--- config.mk ---
export PLATFORM = sky130hd
export DESIGN_NAME = atan2_minimax_polynomial_top_flat
export DESIGN_NICKNAME = d
export VERILOG_FILES = /design/src/sv/atan2mp_pkg.sv /design/src/sv/atan2mp_in_if.sv /design/src/sv/atan2mp_out_if.sv /design/src/sv/atan2_minimax_polynomial_top.sv /design/src/flat_wrapper.sv
export SDC_FILE = /design/constraint.sdc
export NUM_CORES = 2
export LEC_CHECK = 0
export BUFFER_PORTS_ARGS = -buffer_cell sky130_fd_sc_hd__buf_2
export CAP_MARGIN = 40
export CORE_MARGIN = 10
export CORE_UTILIZATION = 50
export DETAILED_ROUTE_END_ITERATION = 10
export GPL_ROUTABILITY_DRIVEN = 1
export MAX_ROUTING_LAYER = met4
export PLACE_DENSITY = 0.65
export SLEW_MARGIN = 20
export SYNTH_ARGS = -nofsm -noshare
export SYNTH_HDL_FRONTEND = slang
export SYNTH_SLANG_ARGS = --single-unit
--- constraint.sdc ---
create_clock -name clk_i -period 13.6 [get_ports clk_i]
set_input_delay 0 -clock clk_i [delete_from_list [all_inputs] [get_ports clk_i]]
set_output_delay 0 -clock clk_i [all_outputs]
set_load 0.03 [all_outputs]
--- src/sv/atan2mp_pkg.sv ---
// Shared constants, types and helpers for the atan2 polynomial pipeline.
package atan2mp_pkg;

  localparam int IN_WIDTH        = 16;
  localparam int ANGLE_FRAC_BITS = 13;
  localparam int POLY_FRAC       = 16;
  localparam int QW              = POLY_FRAC + 1;  // ratio width, Q1.16
  localparam int OUT_W           = 16;
  localparam int ANG_W           = (ANGLE_FRAC_BITS + 3 > OUT_W) ? ANGLE_FRAC_BITS + 3 : OUT_W;

  // minimax coefficients, Q0.16 magnitudes
  localparam logic [QW-1:0] K0 = QW'(12243);
  localparam logic [QW-1:0] K1 = QW'(1628);
  localparam logic [QW-1:0] K2 = QW'(21767);
  localparam logic [QW-1:0] K3 = QW'(6167);

  // pi scaled by 2^32, rounded to nearest at the angle fraction bits
  localparam logic [63:0] PI_Q32   = 64'd13493037705;
  localparam int          PI_SHF   = 32 - ANGLE_FRAC_BITS;
  localparam logic [63:0] PI_FULL  = (PI_Q32 + (64'd1 << (PI_SHF - 1))) >> PI_SHF;
  localparam logic [63:0] PIH_FULL = (PI_Q32 + (64'd1 << PI_SHF)) >> (PI_SHF + 1);
  localparam logic [ANG_W-1:0] PI_ANG  = PI_FULL[ANG_W-1:0];
  localparam logic [ANG_W-1:0] PIH_ANG = PIH_FULL[ANG_W-1:0];

  // Q1.16 to angle fraction bits: round half up going down, shift going up
  localparam int RND_SH = (ANGLE_FRAC_BITS < POLY_FRAC) ? POLY_FRAC - ANGLE_FRAC_BITS : 0;
  localparam int UP_SH  = (ANGLE_FRAC_BITS > POLY_FRAC) ? ANGLE_FRAC_BITS - POLY_FRAC : 0;
  localparam logic [63:0] RND_HALF = (RND_SH > 0) ? (64'd1 << (RND_SH - 1)) : 64'd0;

  typedef struct packed {
    logic xneg;
    logic yneg;
    logic swap;   // |y| > |x|
    logic zero;   // both inputs zero
  } flags_t;

  typedef struct packed {
    logic [IN_WIDTH:0]   rem;
    logic [IN_WIDTH-1:0] mx;
    logic [QW-1:0]       quo;
    flags_t              fl;
  } div_t;

  function automatic logic [ANG_W-1:0] to_angle(input logic [QW-1:0] r);
    logic [63:0] w;
    w = {{(64-QW){1'b0}}, r};
    w = ((w + RND_HALF) >> RND_SH) << UP_SH;
    return w[ANG_W-1:0];
  endfunction

endpackage

--- src/sv/atan2mp_in_if.sv ---
// Input channel: one coordinate pair per transaction.
interface atan2mp_in_if;
  logic                                         valid;
  logic                                         ready;
  logic signed [atan2mp_pkg::IN_WIDTH-1:0]      x_coord;
  logic signed [atan2mp_pkg::IN_WIDTH-1:0]      y_coord;

  modport source (output valid, output x_coord, output y_coord, input ready);
  modport sink   (input valid, input x_coord, input y_coord, output ready);
endinterface

--- src/sv/atan2mp_out_if.sv ---
// Output channel: one angle per transaction.
interface atan2mp_out_if;
  logic                                  valid;
  logic                                  ready;
  logic signed [atan2mp_pkg::OUT_W-1:0]  angle;

  modport source (output valid, output angle, input ready);
  modport sink   (input valid, input angle, output ready);
endinterface

--- src/sv/atan2_minimax_polynomial_top.sv ---
// Four-quadrant atan2 by an odd minimax polynomial: pipelined top level.
//
// Takes one (x_coord, y_coord) pair per clock unless every stage is full and
// the output is stalled, and returns the angle in signed Q2.13 radians. The
// pipeline is the ratio divider, which resolves one quotient bit per stage
// (17 stages), plus two stages of magnitude and ordering, five of polynomial multiplies and two of quadrant
// reflection. Every stage holds its own valid bit and moves forward whenever
// the stage after it is empty or moving, so bubbles close up and a stalled
// output holds back only the stages that are full. Input (0,0) yields 0.
module atan2_minimax_polynomial_top (
  input  logic                 clk_i,
  input  logic                 rst_ni,
  atan2mp_in_if.sink           in_i,
  atan2mp_out_if.source        out_o
);

  localparam int W      = atan2mp_pkg::IN_WIDTH;
  localparam int QW     = atan2mp_pkg::QW;
  localparam int PF     = atan2mp_pkg::POLY_FRAC;
  localparam int ANG_W  = atan2mp_pkg::ANG_W;
  localparam int ST_MAG = 0;
  localparam int ST_ORD = 1;
  localparam int ST_DV0 = 2;
  localparam int ST_PS  = ST_DV0 + QW;
  localparam int ST_PCQ = ST_PS + 1;
  localparam int ST_PPM = ST_PCQ + 1;
  localparam int ST_PN  = ST_PPM + 1;
  localparam int ST_PR  = ST_PN + 1;
  localparam int ST_REF = ST_PR + 1;
  localparam int ST_OUT = ST_REF + 1;
  localparam int NS     = ST_OUT + 1;

  // ---------------- stage control ----------------
  logic [NS-1:0] v_q, v_d, adv;

  always_comb begin
    adv[NS-1] = !v_q[NS-1] || out_o.ready;
    for (int k = NS - 2; k >= 0; k--) begin
      adv[k] = !v_q[k] || adv[k+1];
    end
    v_d[0] = adv[0] ? in_i.valid : v_q[0];
    for (int k = 1; k < NS; k++) begin
      v_d[k] = adv[k] ? v_q[k-1] : v_q[k];
    end
  end

  always_ff @(posedge clk_i or negedge rst_ni) begin
    if (!rst_ni) begin
      v_q <= '0;
    end else begin
      v_q <= v_d;
    end
  end

  assign in_i.ready  = adv[0];
  assign out_o.valid = v_q[ST_OUT];

  // ---------------- magnitudes ----------------
  logic [W-1:0]        ax_q, ay_q, ax_d, ay_d;
  logic                xneg_q, yneg_q;
  atan2mp_pkg::div_t   ord_q, ord_d;

  always_comb begin
    ax_d = in_i.x_coord[W-1] ? (~in_i.x_coord + 1'b1) : in_i.x_coord;
    ay_d = in_i.y_coord[W-1] ? (~in_i.y_coord + 1'b1) : in_i.y_coord;
  end

  always_ff @(posedge clk_i) begin
    if (adv[ST_MAG]) begin
      ax_q   <= ax_d;
      ay_q   <= ay_d;
      xneg_q <= in_i.x_coord[W-1];
      yneg_q <= in_i.y_coord[W-1];
    end
  end

  // ---------------- ordering ----------------
  always_comb begin
    ord_d.fl.xneg = xneg_q;
    ord_d.fl.yneg = yneg_q;
    ord_d.fl.swap = ay_q > ax_q;
    ord_d.fl.zero = (ax_q == '0) && (ay_q == '0);
    ord_d.rem     = {1'b0, ord_d.fl.swap ? ax_q : ay_q};
    ord_d.mx      = ord_d.fl.swap ? ay_q : ax_q;
    ord_d.quo     = '0;
  end

  always_ff @(posedge clk_i) begin
    if (adv[ST_ORD]) begin
      ord_q <= ord_d;
    end
  end

  // ---------------- restoring divider, one quotient bit per stage ----------------
  atan2mp_pkg::div_t dv_q [QW];
  atan2mp_pkg::div_t dv_d [QW];
  atan2mp_pkg::div_t dv_src [QW];

  always_comb begin
    logic [W:0] trial;
    logic       ge;
    dv_src[0] = ord_q;
    for (int i = 1; i < QW; i++) begin
      dv_src[i] = dv_q[i-1];
    end
    for (int i = 0; i < QW; i++) begin
      // first step decides the integer bit, the rest shift the remainder
      trial     = (i == 0) ? dv_src[i].rem : {dv_src[i].rem[W-1:0], 1'b0};
      ge        = trial >= {1'b0, dv_src[i].mx};
      dv_d[i]     = dv_src[i];
      dv_d[i].rem = ge ? (trial - {1'b0, dv_src[i].mx}) : trial;
      dv_d[i].quo = {dv_src[i].quo[QW-2:0], ge};
    end
  end

  always_ff @(posedge clk_i) begin
    for (int i = 0; i < QW; i++) begin
      if (adv[ST_DV0+i]) begin
        dv_q[i] <= dv_d[i];
      end
    end
  end

  // ---------------- polynomial ----------------
  logic [QW-1:0]        a1_q, s1_q;
  logic [QW-1:0]        a2_q, s2_q, c2_q, q2_q;
  logic [QW-1:0]        a3_q, s3_q, c3_q, p3_q, m3_q;
  logic [QW-1:0]        a4_q, c4_q, n4_q;
  logic [QW-1:0]        r5_q;
  logic [ANG_W-1:0]     g6_q, o_q;
  atan2mp_pkg::flags_t  fl1_q, fl2_q, fl3_q, fl4_q, fl5_q, fl6_q;

  logic [2*QW-1:0] pr_s, pr_c, pr_q, pr_p, pr_m, pr_t, pr_u;
  logic [ANG_W-1:0] g_ref, g_out;

  always_comb begin
    pr_s  = dv_q[QW-1].quo * dv_q[QW-1].quo;
    pr_c  = s1_q * a1_q;
    pr_q  = s1_q * s1_q;
    pr_p  = atan2mp_pkg::K1 * q2_q;
    pr_m  = atan2mp_pkg::K3 * q2_q;
    pr_t  = p3_q * s3_q;
    pr_u  = n4_q * c4_q;
    g_ref = atan2mp_pkg::to_angle(r5_q);
    if (fl5_q.swap) begin
      g_ref = atan2mp_pkg::PIH_ANG - g_ref;
    end
    g_out = g6_q;
    if (fl6_q.xneg) begin
      g_out = atan2mp_pkg::PI_ANG - g_out;
    end
    if (fl6_q.yneg) begin
      g_out = ~g_out + 1'b1;
    end
    if (fl6_q.zero) begin
      g_out = '0;
    end
  end

  always_ff @(posedge clk_i) begin
    if (adv[ST_PS]) begin
      a1_q  <= dv_q[QW-1].quo;
      s1_q  <= pr_s[QW+PF-1:PF];
      fl1_q <= dv_q[QW-1].fl;
    end
    if (adv[ST_PCQ]) begin
      a2_q  <= a1_q;
      s2_q  <= s1_q;
      c2_q  <= pr_c[QW+PF-1:PF];
      q2_q  <= pr_q[QW+PF-1:PF];
      fl2_q <= fl1_q;
    end
    if (adv[ST_PPM]) begin
      a3_q  <= a2_q;
      s3_q  <= s2_q;
      c3_q  <= c2_q;
      p3_q  <= pr_p[QW+PF-1:PF] + atan2mp_pkg::K0;
      m3_q  <= pr_m[QW+PF-1:PF] + atan2mp_pkg::K2;
      fl3_q <= fl2_q;
    end
    if (adv[ST_PN]) begin
      a4_q  <= a3_q;
      c4_q  <= c3_q;
      n4_q  <= m3_q - pr_t[QW+PF-1:PF];
      fl4_q <= fl3_q;
    end
    if (adv[ST_PR]) begin
      r5_q  <= a4_q - pr_u[QW+PF-1:PF];
      fl5_q <= fl4_q;
    end
    if (adv[ST_REF]) begin
      g6_q  <= g_ref;
      fl6_q <= fl5_q;
    end
    if (adv[ST_OUT]) begin
      o_q   <= g_out;
    end
  end

  assign out_o.angle = o_q[atan2mp_pkg::OUT_W-1:0];

  // ---------------- assertions ----------------
  // input held off only when every stage is full and the output is stalled
  a_ready_full: assert property (@(posedge clk_i) disable iff (!rst_ni)
    !in_i.ready |-> (v_q == {NS{1'b1}}) && !out_o.ready)
    else $error("input stalled while pipeline has room");

  a_order: assert property (@(posedge clk_i) disable iff (!rst_ni)
    v_q[ST_ORD] |-> ord_q.rem <= {1'b0, ord_q.mx})
    else $error("min/max ordering broken");

  a_quot: assert property (@(posedge clk_i) disable iff (!rst_ni)
    v_q[ST_PS-1] && !dv_q[QW-1].fl.zero |->
      (dv_q[QW-1].quo <= QW'(1 << PF)) && (dv_q[QW-1].rem < {1'b0, dv_q[QW-1].mx}))
    else $error("divider quotient or remainder out of range");

  a_range: assert property (@(posedge clk_i) disable iff (!rst_ni)
    v_q[ST_OUT] |-> (o_q <= atan2mp_pkg::PI_ANG) ||
                    ((~o_q + 1'b1) <= atan2mp_pkg::PI_ANG))
    else $error("angle outside -pi..pi");

endmodule
--- src/flat_wrapper.sv ---
// flat-port wrapper written by rule: the top's interface ports become plain ports
module atan2_minimax_polynomial_top_flat 
  (clk_i, rst_ni, in_i_valid, in_i_x_coord, in_i_y_coord, in_i_ready, out_o_valid, out_o_angle, out_o_ready);
  atan2mp_in_if in_i_i ();
  atan2mp_out_if out_o_i ();
  input  logic clk_i;
  input  logic rst_ni;
  input wire logic [$bits(in_i_i.valid)-1:0] in_i_valid;
  input wire logic [$bits(in_i_i.x_coord)-1:0] in_i_x_coord;
  input wire logic [$bits(in_i_i.y_coord)-1:0] in_i_y_coord;
  output wire logic [$bits(in_i_i.ready)-1:0] in_i_ready;
  output wire logic [$bits(out_o_i.valid)-1:0] out_o_valid;
  output wire logic [$bits(out_o_i.angle)-1:0] out_o_angle;
  input wire logic [$bits(out_o_i.ready)-1:0] out_o_ready;
  assign in_i_i.valid = in_i_valid;
  assign in_i_i.x_coord = in_i_x_coord;
  assign in_i_i.y_coord = in_i_y_coord;
  assign in_i_ready = in_i_i.ready;
  assign out_o_valid = out_o_i.valid;
  assign out_o_angle = out_o_i.angle;
  assign out_o_i.ready = out_o_ready;
  atan2_minimax_polynomial_top u_core (.clk_i(clk_i), .rst_ni(rst_ni), .in_i(in_i_i), .out_o(out_o_i));
endmodule
==> metrics.txt <==
Fmax 0.107 GHz; actual slew at the worst max-slew pin 0.939 ns; delay-heaviest family, CP adder cells; CP peak stage delay 0.70 ns; Slew Viols, Final 0; most frequent cells after synthesis inv_1 (1970), fa_1 (1116), edfxtp_1 (1106); Die H 468 um; worst skew pair latency 0.81 ns; post-CTS setup buffer count 0; Nets 11600; post-route clock period utilization 68.4%; Root Buffer clkbuf_16; WL/cell 18.2 um; largest register by flop count u_core.dv_q; setup TNS 0 ns; outcome complete, no violations; drt via density 5.29; Worst Setup Start Kind register; most common cell in the netlist inv_1; Routed WL 223 mm; crit end category register; Initial Util 50.3%; largest net degree at the start of global routing 57; Largest register FFs 733; EDFF count, synth 1106; Final Wtd Congestion 0.888; hold_buf cts 73; vias 64700; Layout area overhead 9.01%; Worst Path Buf+Inv 4; initial antenna violation count 2; Syn. warnings 0; Final min period 9.30 ns; Worst path slowest cell edfxtp_1; Max FO, Critical Path 17; HPWL after detailed placement 171 mm; share of cells above drive strength 1 6.59%; Hold Path Class in2reg; initial DRC count 3759; CORE AREA 200000 um2; grt total ovfl 0; max_slew headroom 37.4%; Rows 164; ranking of synthesized cells by area edfxtp_1 (33%), fa_1 (22%), ha_1 (13%); CTS H-tree lvls 4; max cap viols 0; total nets after synthesis 11500; clock skew 0.0633 ns; CTS tree done; total die area 219000 um2; Port Buf Inserts 53; Most used DFF post-synth edfxtp_1; I/O pin count 54; top cell type by total area after synthesis edfxtp_1; worst path required time 14.11 ns; DRC Markers 0; Final ANT Viol Nets 0; Fin. Hold Viols 0; cell mode on critical path fa_1; Yosys reg bits 1132; Bufs on Longest Clock Path 3; Die Wd 468 um; Final setup viols 0; Sink Count 1132; Synth Cell Area 101000 um2; first-pass GRT wire length 366 mm; critical path type reg2reg; post-cts repair resize count 0; clock-pin slew on the worst setup and hold paths 0.06 ns; number of distinct library cells after synthesis 88; top cell type's share of synthesized area 33.0%; Post-Syn Area per Cell 10.7 um2; router iterations before antenna repair 8; unrepaired setup endpoints after global routing no; CP Data Arrival Time 9.81 ns; Async S/R FF share, synth 2.30%; Post-Syn Instances 9350; sequential share of the synthesized area 33.7%; CTS Buf Count 131; vias in the first global route 69000; Global Route Usage Sum 21.3%
-- cell families (layout without fill, tap and decap cells) --
family	count (synthesis)	in the layout	share of synthesized area (%)
adders and majority gates	2124	2124	34.8
buffers and inverters	2190	2414	8.20
DFF	1132	1132	33.7
muxes	232	232	2.58
AOI/OAI and AO/OA	986	986	6.38
xor gates and xnor gates	387	387	3.39
and+or+nand+nor	2299	2299	11.0
other	0	3	0
-- path summary, 6_finish.rpt --
check                      slack [ns]             endpoint           startpoint  cells after the start
setup / recovery                 4.30      u_core.n4_q[15]       u_core.p3_q[7]                     29
setup reg to reg                 4.30      u_core.n4_q[15]       u_core.p3_q[7]                     29
hold / removal                   0.09      u_core.ay_q[14]     in_i_y_coord[14]                      3
max in group asynchronous       12.74        u_core.v_q[7]               rst_ni                      4
hold reg to reg                  0.39  u_core.dv_q[0][547]  u_core.dv_q[0][492]                      0
min in group asynchronous        0.27       u_core.v_q[24]               rst_ni                      3
-- tightest hold or removal path, stage by stage --
cell and delay (ns):
dlygate4sd3_1 0.53, buf_2 0.13, xor2_1 0.07
-- per-stage QoR --
stage / setup slack (ns) / hold WS (ns) / area (um2) / std cells / utilization, %
after floorplan: 5.59 / -0.296 / 101000 / 9350 / -
after global placement: 4.55 / 0.190 / 104000 / 11900 / 51.9
after detailed placement: 4.33 / -0.108 / 104000 / 11900 / 52.0
after CTS: 4.31 / 0.0180 / 109000 / 12200 / 54.7
after global routing: 3.61 / 0.0534 / 110000 / 12200 / 54.8
final: 4.30 / 0.0941 / 110000 / 12200 / 54.8
-- cell type report --
cell class                      count  area, um2
Antenna cell                        3       7.51
Clock buffer                      153       3390
Clock inverter                     90       1360
Fill cell                       17100      90300
Inverter                         1970       7400
Multi-Input combinational cell   6028      58500
Sequential cell                  1132      33900
Tap cell                         2656       3320
Timing Repair Buffer              201       1770
-- per-layer routing --
| layer | up-vias | GRT usage, % | share of wire [%] |
|---|---|---|---|
| li1 | 30700 | - | - |
| met1 | 32200 | 26.5 | 43 |
| met2 | 1360 | 36.5 | 50 |
| met3 | 415 | 2.63 | 4.0 |
| met4 | 0 | 6.64 | 3.3 |
| met5 | - | - | 0 |
-- cells in the final DEF, fill, tap and decap left out, types with 95 or more instances in the layout --
| cell type | n |
|---|---|
| mux2_2 | 214 |
| a21oi_1 | 279 |
| xor2_1 | 99 |
| fa_1 | 1116 |
| nor3_1 | 107 |
| ha_1 | 1008 |
| inv_1 | 1965 |
| nand2_1 | 871 |
| nand4_1 | 95 |
| edfxtp_1 | 1106 |
| clkbuf_16 | 131 |
| o21ai_0 | 187 |
| and2_1 | 415 |
| xnor2_1 | 286 |
| nor2_1 | 399 |
Power is left out: the tool's default activity adds up to more than one toggle a clock period on the data nets, which glitch-free logic cannot reach.
